===== src/kcv_pkg.sv =====
package kcv_pkg;

  localparam int KERNEL_SIZE = 3;
  localparam int TAPS        = KERNEL_SIZE * KERNEL_SIZE;
  localparam int MAX_WIDTH   = 1024;
  localparam int ADDR_W      = $clog2(MAX_WIDTH);
  localparam int LANES       = 3;

  localparam int PROD_W      = 25;   // 16-bit unsigned pixel times signed 8-bit coefficient
  localparam int ROW_W       = 27;   // sum of three products
  localparam int SUM_W       = 29;   // sum of nine products
  localparam int MAG_W       = SUM_W - 1;
  localparam int DIV_STEPS   = 4;    // quotient bits per divider stage
  localparam int DIV_STAGES  = MAG_W / DIV_STEPS;

  typedef enum logic [2:0] {
    CFG_COEFF_ROW0  = 3'd0,
    CFG_COEFF_ROW1  = 3'd1,
    CFG_COEFF_ROW2  = 3'd2,
    CFG_DIVISOR     = 3'd3,
    CFG_OFFSET      = 3'd4,
    CFG_COLOR_MODE  = 3'd5,
    CFG_IMAGE_WIDTH = 3'd6
  } cfg_index_t;

  typedef struct packed {
    logic [23:0] pixel_in;
    logic        start_of_frame;
    logic        end_of_frame;
  } in_t;

  typedef struct packed {
    logic [23:0] pixel_out;
    logic        last_out;
  } out_t;

endpackage


===== src/kcv_div.sv =====
module kcv_div (
  input  logic                      clk,
  input  logic                      en,
  input  logic [7:0]                divisor,
  input  logic [kcv_pkg::MAG_W-1:0] mag_in,
  input  logic                      neg_in,
  output logic [kcv_pkg::MAG_W-1:0] quot,
  output logic                      neg_out
);
  import kcv_pkg::*;

  // each stage shifts dividend bits out of the top and quotient bits in at the bottom
  logic [MAG_W-1:0] word [DIV_STAGES];
  logic [7:0]       rem  [DIV_STAGES];
  logic             neg  [DIV_STAGES];
  logic [MAG_W-1:0] word_next [DIV_STAGES];
  logic [7:0]       rem_next  [DIV_STAGES];

  always_comb begin
    logic [MAG_W-1:0] w;
    logic [7:0]       r;
    logic [8:0]       t;
    for (int s = 0; s < DIV_STAGES; s++) begin
      w = (s == 0) ? mag_in : word[(s == 0) ? 0 : s - 1];
      r = (s == 0) ? 8'd0 : rem[(s == 0) ? 0 : s - 1];
      for (int k = 0; k < DIV_STEPS; k++) begin
        t = {r, w[MAG_W-1]};
        w = {w[MAG_W-2:0], 1'b0};
        if (t >= {1'b0, divisor}) begin
          t    = t - {1'b0, divisor};
          w[0] = 1'b1;
        end
        r = t[7:0];
      end
      word_next[s] = w;
      rem_next[s]  = r;
    end
  end

  always_ff @(posedge clk) begin
    if (en) begin
      for (int s = 0; s < DIV_STAGES; s++) begin
        word[s] <= word_next[s];
        rem[s]  <= rem_next[s];
        neg[s]  <= (s == 0) ? neg_in : neg[(s == 0) ? 0 : s - 1];
      end
    end
  end

  assign quot    = word[DIV_STAGES-1];
  assign neg_out = neg[DIV_STAGES-1];

endmodule


===== config.mk =====
export PLATFORM = sky130hd
export DESIGN_NAME = kcv_div
export DESIGN_NICKNAME = d
export VERILOG_FILES = /design/src/kcv_pkg.sv /design/src/kcv_div.sv
export SDC_FILE = /design/constraint.sdc
export NUM_CORES = 1
export LEC_CHECK = 0
export BUFFER_PORTS_ARGS = -buffer_cell sky130_fd_sc_hd__buf_2
export CAP_MARGIN = 20
export CORE_UTILIZATION = 55
export CTS_BUF_LIST = sky130_fd_sc_hd__clkbuf_8
export DETAILED_ROUTE_END_ITERATION = 8
export HOLD_SLACK_MARGIN = 0.03
export PLACE_DENSITY = 0.83
export SYNTH_ARGS = -nofsm -noshare
export SYNTH_HDL_FRONTEND = slang
export SYNTH_SLANG_ARGS = --single-unit

===== constraint.sdc =====
create_clock -name clk -period 10.34 [get_ports clk]
set_input_delay 1.034 -clock clk [delete_from_list [all_inputs] [get_ports clk]]
set_output_delay 1.034 -clock clk [all_outputs]
set_load 0.005 [all_outputs]

# ---- Yosys cells after proc, flatten, opt, wreduce, memory -nomap -nowiden
# Memory sizes are Yosys's and may differ from the RTL's.
# Cells that the tools add are included.
dict set report totals {
  memories 3
  elab_cells 117
  in_bits 39
  out_inout_bits 29
  reg_bits 0
  ram_bits 259
}
dict set report classes {
  order_cmp 28
  addsub 28
  mux 58
}
# name depth word_bits rd rd_clocked_by_memory_dff write_ports line
set mem_list {}
lappend mem_list {word 7 28 7 0 7 kcv_div.sv:13} ;# logic [MAG_W-1:0] word [DIV_STAGES];
lappend mem_list {rem 7 8 6 0 7 kcv_div.sv:14} ;# logic [7:0] rem [DIV_STAGES];
lappend mem_list {neg 7 1 7 0 7 kcv_div.sv:15} ;# logic neg [DIV_STAGES];
# op count
set op_table {}
lappend op_table {{greater-or-equal comparator 9 x 8 -> 1 bit} 27}
lappend op_table {{two-way mux 8 bit} 28}
lappend op_table {{subtractor 8 bit} 27}
lappend op_table {{two-way mux 1 bit} 30}
lappend op_table {{greater-or-equal comparator 1 x 8 -> 1 bit} 1}
lappend op_table {{subtractor 1 x 8 -> 8 bit} 1}

# ---- Logic depth before layout (Yosys ltp)
dict set report logic_depth {
  ltp_word 8
  mapped_depth 41
}

# ---- Least setup slack after synthesis
# No wires, ideal clock.
dict set report synth_timing {
  path_type {input to register}
  from {input divisor[1]}
  to {memory rem[5][1] (data pin)}
  t_arrival_ns 9.684
  setup_ns 0.260
  setup_slack_ns 0.396
  t_required_ns 10.080
  cell_stages 35
  cell_sequence {inv_1 > ha_1 > nand2_1 > o21ai_0 > a21oi_1 > clkbuf_1 > mux2_2 > ha_1 > nand4_1 > o21bai_1 > a211oi_1 > or4b_1 > a32o_1 > clkbuf_1 > o21ai_0 > inv_1 > ha_1 > nor2b_1 > o211ai_1 > a31oi_1 > o21ai_0 > inv_1 > o21ai_0 > nand2_1 > mux2i_1 > ha_1 > nor2b_1 > o21ai_0 > a21boi_0 > o21ai_0 > nand2b_1 > a31oi_1 > o21ai_0 > a221oi_4 > mux2_2}
}
# element line
set synth_rtl {}
lappend synth_rtl {{start: declaration} kcv_div.sv:4} ;# input logic [7:0] divisor,
lappend synth_rtl {{end: declaration} kcv_div.sv:14}

==> summary.md <==
| Metric | Value |
|---|---|
| Outcome | `complete, no violations` |
| Routed via count divided by cell count | `5.91` |
| Number of max-capacitance violations reported | `0` |
| Share of the yosys chip area belonging to registers | `40.7%` |
| Max Slew Vio Count | `0` |
| First DRT Iteration DRCs | `945` |
| Critical hold path startpoint | `word[1][22]` |
| Worst flop-to-flop path startpoint | `rem[0][5]` |
| Syn Std Cell Area | `18500 um^2` |
| Final Setup Violations | `0` |
| Ys Warns | `0` |
| First element of the critical path | `divisor[6]` |
| Register-to-register setup slack | `1.31 ns` |
| Least-Margin Pin Slew | `1.06 ns` |
| Maximum fanout along the worst path | `15` |
| Post-layout min period | `9.48 ns` |
| Number of H-tree branching levels | `2` |
| Setup Total Neg Slack | `0 ns` |
| I/O pins | `68` |
| Cell count of the worst hold path | `0` |
| Number of cells on the critical path | `36` |
| TritonCTS clock tree | `done` |
| Critical path's slowest cell | `sky130_fd_sc_hd__o211ai_1` |
| Required @ worst endpoint | `10.69 ns` |
| Number of detailed-route iterations in the first pass | `5` |
| Count of flip-flops with a built-in enable after synthesis | `251` |
| Inserted Clock Buffers | `45` |
| Fraction of final layout cells sized beyond drive strength 1 | `17.1%` |
| Post-CTS Repair Setup Buffers | `0` |
| Chip width | `186 um` |
| Largest clock skew in the final design | `0.0275 ns` |
| Number of nets in the final layout | `2099` |
| Overall die area | `34400 um^2` |
| Area overhead of the layout relative to synthesis | `11.3%` |
| Clk pin slew, worst setup/hold paths | `0.06 ns` |
| Synthesized net count | `1958` |
| Total routing usage reported by global routing | `24.2%` |
| Delay of the slowest critical-path stage | `0.85 ns` |
| Total overflow reported by the global router | `0` |
| Largest net degree at the start of global routing | `94` |
| Antenna violations before repair | `0` |
| Unrepaired setup endpoints after global routing | `no` |
| Cell count after synthesis | `1675` |
| Starting density of the core | `56.4%` |
| Core outline area | `32900 um^2` |
| Slew margin rel. | `29.1%` |
| Routed length per instance | `17.4 um` |
| Placed wire-length estimate after detailed placement | `29200 um` |
| Part of the cycle the worst path needs | `91.7%` |
| Highest attainable clock frequency | `105 MHz` |
| Most used flip-flop cell after synthesis | `sky130_fd_sc_hd__edfxtp_1` |
| Final Hold Violating Endpoints | `0` |
| Proportion of register bits with asynchronous set or reset after synthesis | `0%` |
| Post-synthesis average cell area | `11.1 um^2` |
| Site row count | `66` |
| Number of gates given a new drive strength after cts | `0` |
| Vert. Die Dim | `186 um` |
| Wire length of the first global-routing pass | `65800 um` |
| Number of library cell types mapped by synthesis | `70` |
| Kind of start point of the critical path | `input pin` |
| Type of element capturing the critical path | `flip-flop` |
| Crit path kind | `in -> reg` |
| CTS Hold Buffers Added | `0` |
| Critical path arrival | `9.83 ns` |
| Sinks on Clock Net | `251` |
| Worst reg-to-reg path cell count | `33` |
| Post-synthesis sequential element count | `251` |
| Largest delay share family, worst path | `compound AO/OA/AOI/OAI gates` |
| Via count of the routed design | `13541` |
| Type of the worst min-delay path | `reg -> reg` |
| Total Routed Length | `39900 um` |
| Antenna diodes | `0` |
| # port buffers | `67` |
| Count of nets left with antenna violations after detail routing | `0` |
| Maximum count of clock buffers along a single path | `3` |
| Clock Latency Late Sink | `0.60 ns` |
| Number of global-route vias before repair | `13642` |
| DRC violation count after routing | `0` |
| Routability Congestion | `0.894` |
| CP bufs+invs | `5` |
| Buffer cell driving the clock tree root | `sky130_fd_sc_hd__clkbuf_8` |
[layout make-up]
class	count	area, um^2
fill	2624	12200
timing repair buffer	111	688
clock buffer	47	647
clock inverter	34	265
multi-input combinational	1284	10500
sequential	251	7540
inverter	123	462
tap	442	553
[metal layers]
metal  up-vias  wire length [um]  track usage (%)
met2       410             19200             41.5
li1       6566                 -                -
met5         -                 0                0
met4         0              1780             12.0
met1      6443             16800             28.9
met3       122              2170             4.91
[stage by stage]
stage | hold WS (ns) | std cells | area [um^2] | worst slack (ns) | util [%]
global route | 0.400 | 2292 | 20600 | 0.141 | 62.7
floorplan | 0.400 | 1675 | 18500 | 0.396 | -
detailed placement | 0.405 | 2210 | 19700 | 0.505 | 60.0
CTS | 0.386 | 2291 | 20600 | 1.05 | 62.7
global placement | 0.401 | 2210 | 19700 | 0.758 | 60.0
finish | 0.401 | 2292 | 20600 | 0.858 | 62.7
[flip-flops by register name, summed over array words and instances (netlist names)]
register / flops
neg: 7
rem: 48
word: 196
[cells in the final DEF, fill, tap and decap left out, types with 4 or more instances in the layout]
cell,Yosys,routed
sky130_fd_sc_hd__nor3b_1,7,7
sky130_fd_sc_hd__a21boi_0,14,14
sky130_fd_sc_hd__a31oi_1,19,19
sky130_fd_sc_hd__fa_1,26,26
sky130_fd_sc_hd__xor2_1,38,38
sky130_fd_sc_hd__o21ai_0,86,86
sky130_fd_sc_hd__or2_2,5,5
sky130_fd_sc_hd__a41oi_1,5,5
sky130_fd_sc_hd__mux2i_1,35,35
sky130_fd_sc_hd__nand2_1,76,76
sky130_fd_sc_hd__a21oi_1,107,107
sky130_fd_sc_hd__a211oi_1,15,15
sky130_fd_sc_hd__o211ai_1,20,20
sky130_fd_sc_hd__buf_2,1,66
sky130_fd_sc_hd__clkinv_1,0,10
sky130_fd_sc_hd__nand3_1,18,18
sky130_fd_sc_hd__nand2b_1,32,32
sky130_fd_sc_hd__inv_1,123,131
sky130_fd_sc_hd__clkinv_2,0,5
sky130_fd_sc_hd__nor3_1,15,15
sky130_fd_sc_hd__buf_4,0,43
sky130_fd_sc_hd__nor2b_1,36,36
sky130_fd_sc_hd__a21o_1,42,42
sky130_fd_sc_hd__nand4_1,31,31
sky130_fd_sc_hd__and3_1,9,9
sky130_fd_sc_hd__xnor2_1,81,81
sky130_fd_sc_hd__bufinv_16,0,4
sky130_fd_sc_hd__o21a_1,16,16
sky130_fd_sc_hd__and4_1,5,5
sky130_fd_sc_hd__ha_1,218,218
sky130_fd_sc_hd__edfxtp_1,251,251
sky130_fd_sc_hd__o21bai_1,16,16
sky130_fd_sc_hd__nor2_1,108,108
sky130_fd_sc_hd__clkbuf_8,0,47
sky130_fd_sc_hd__mux2_2,118,118
sky130_fd_sc_hd__nand3b_1,4,4
sky130_fd_sc_hd__and2_1,8,8
sky130_fd_sc_hd__or3_1,15,15
[worst paths after layout]
path | to
min | word[2][26]
max reg2reg | rem[1][5]
max | rem[1][5]
min reg2reg | word[2][26]
[kinds of logic after synthesis]
family	Yosys count	synth area share, %
flip-flops	251	40.7
AND/OR/NAND/NOR	387	10.7
multiplexers	156	9.28
AO/OA/AOI/OAI	378	13.3
XOR/XNOR	119	5.62
adder cells (fa/ha/maj)	244	17.5
buffers and inverters	140	2.84
[cell usage after synthesis (all sizes together) (16+ instances only)]
cell type  count  area (um^2)
edfxtp       251         7540
ha           218         2730
inv          123          462
mux2         121         1370
nor2         108          405
a21oi        107          536
o21ai         86          430
xnor2         81          709
nand2         76          285
a21o          42          315
xor2          38          333
nor2b         36          225
mux2i         35          350
nand2b        32          200
nand4         31          194
fa            26          521
a31oi         22          165
o211ai        21          171
nand3         18         90.1
a211oi        16          125
nor3          16         85.1
o21a          16          120
o21bai        16          120
Power is not shown: default switching activity piles up to over one toggle a cycle in this logic, so the estimate is an artifact.
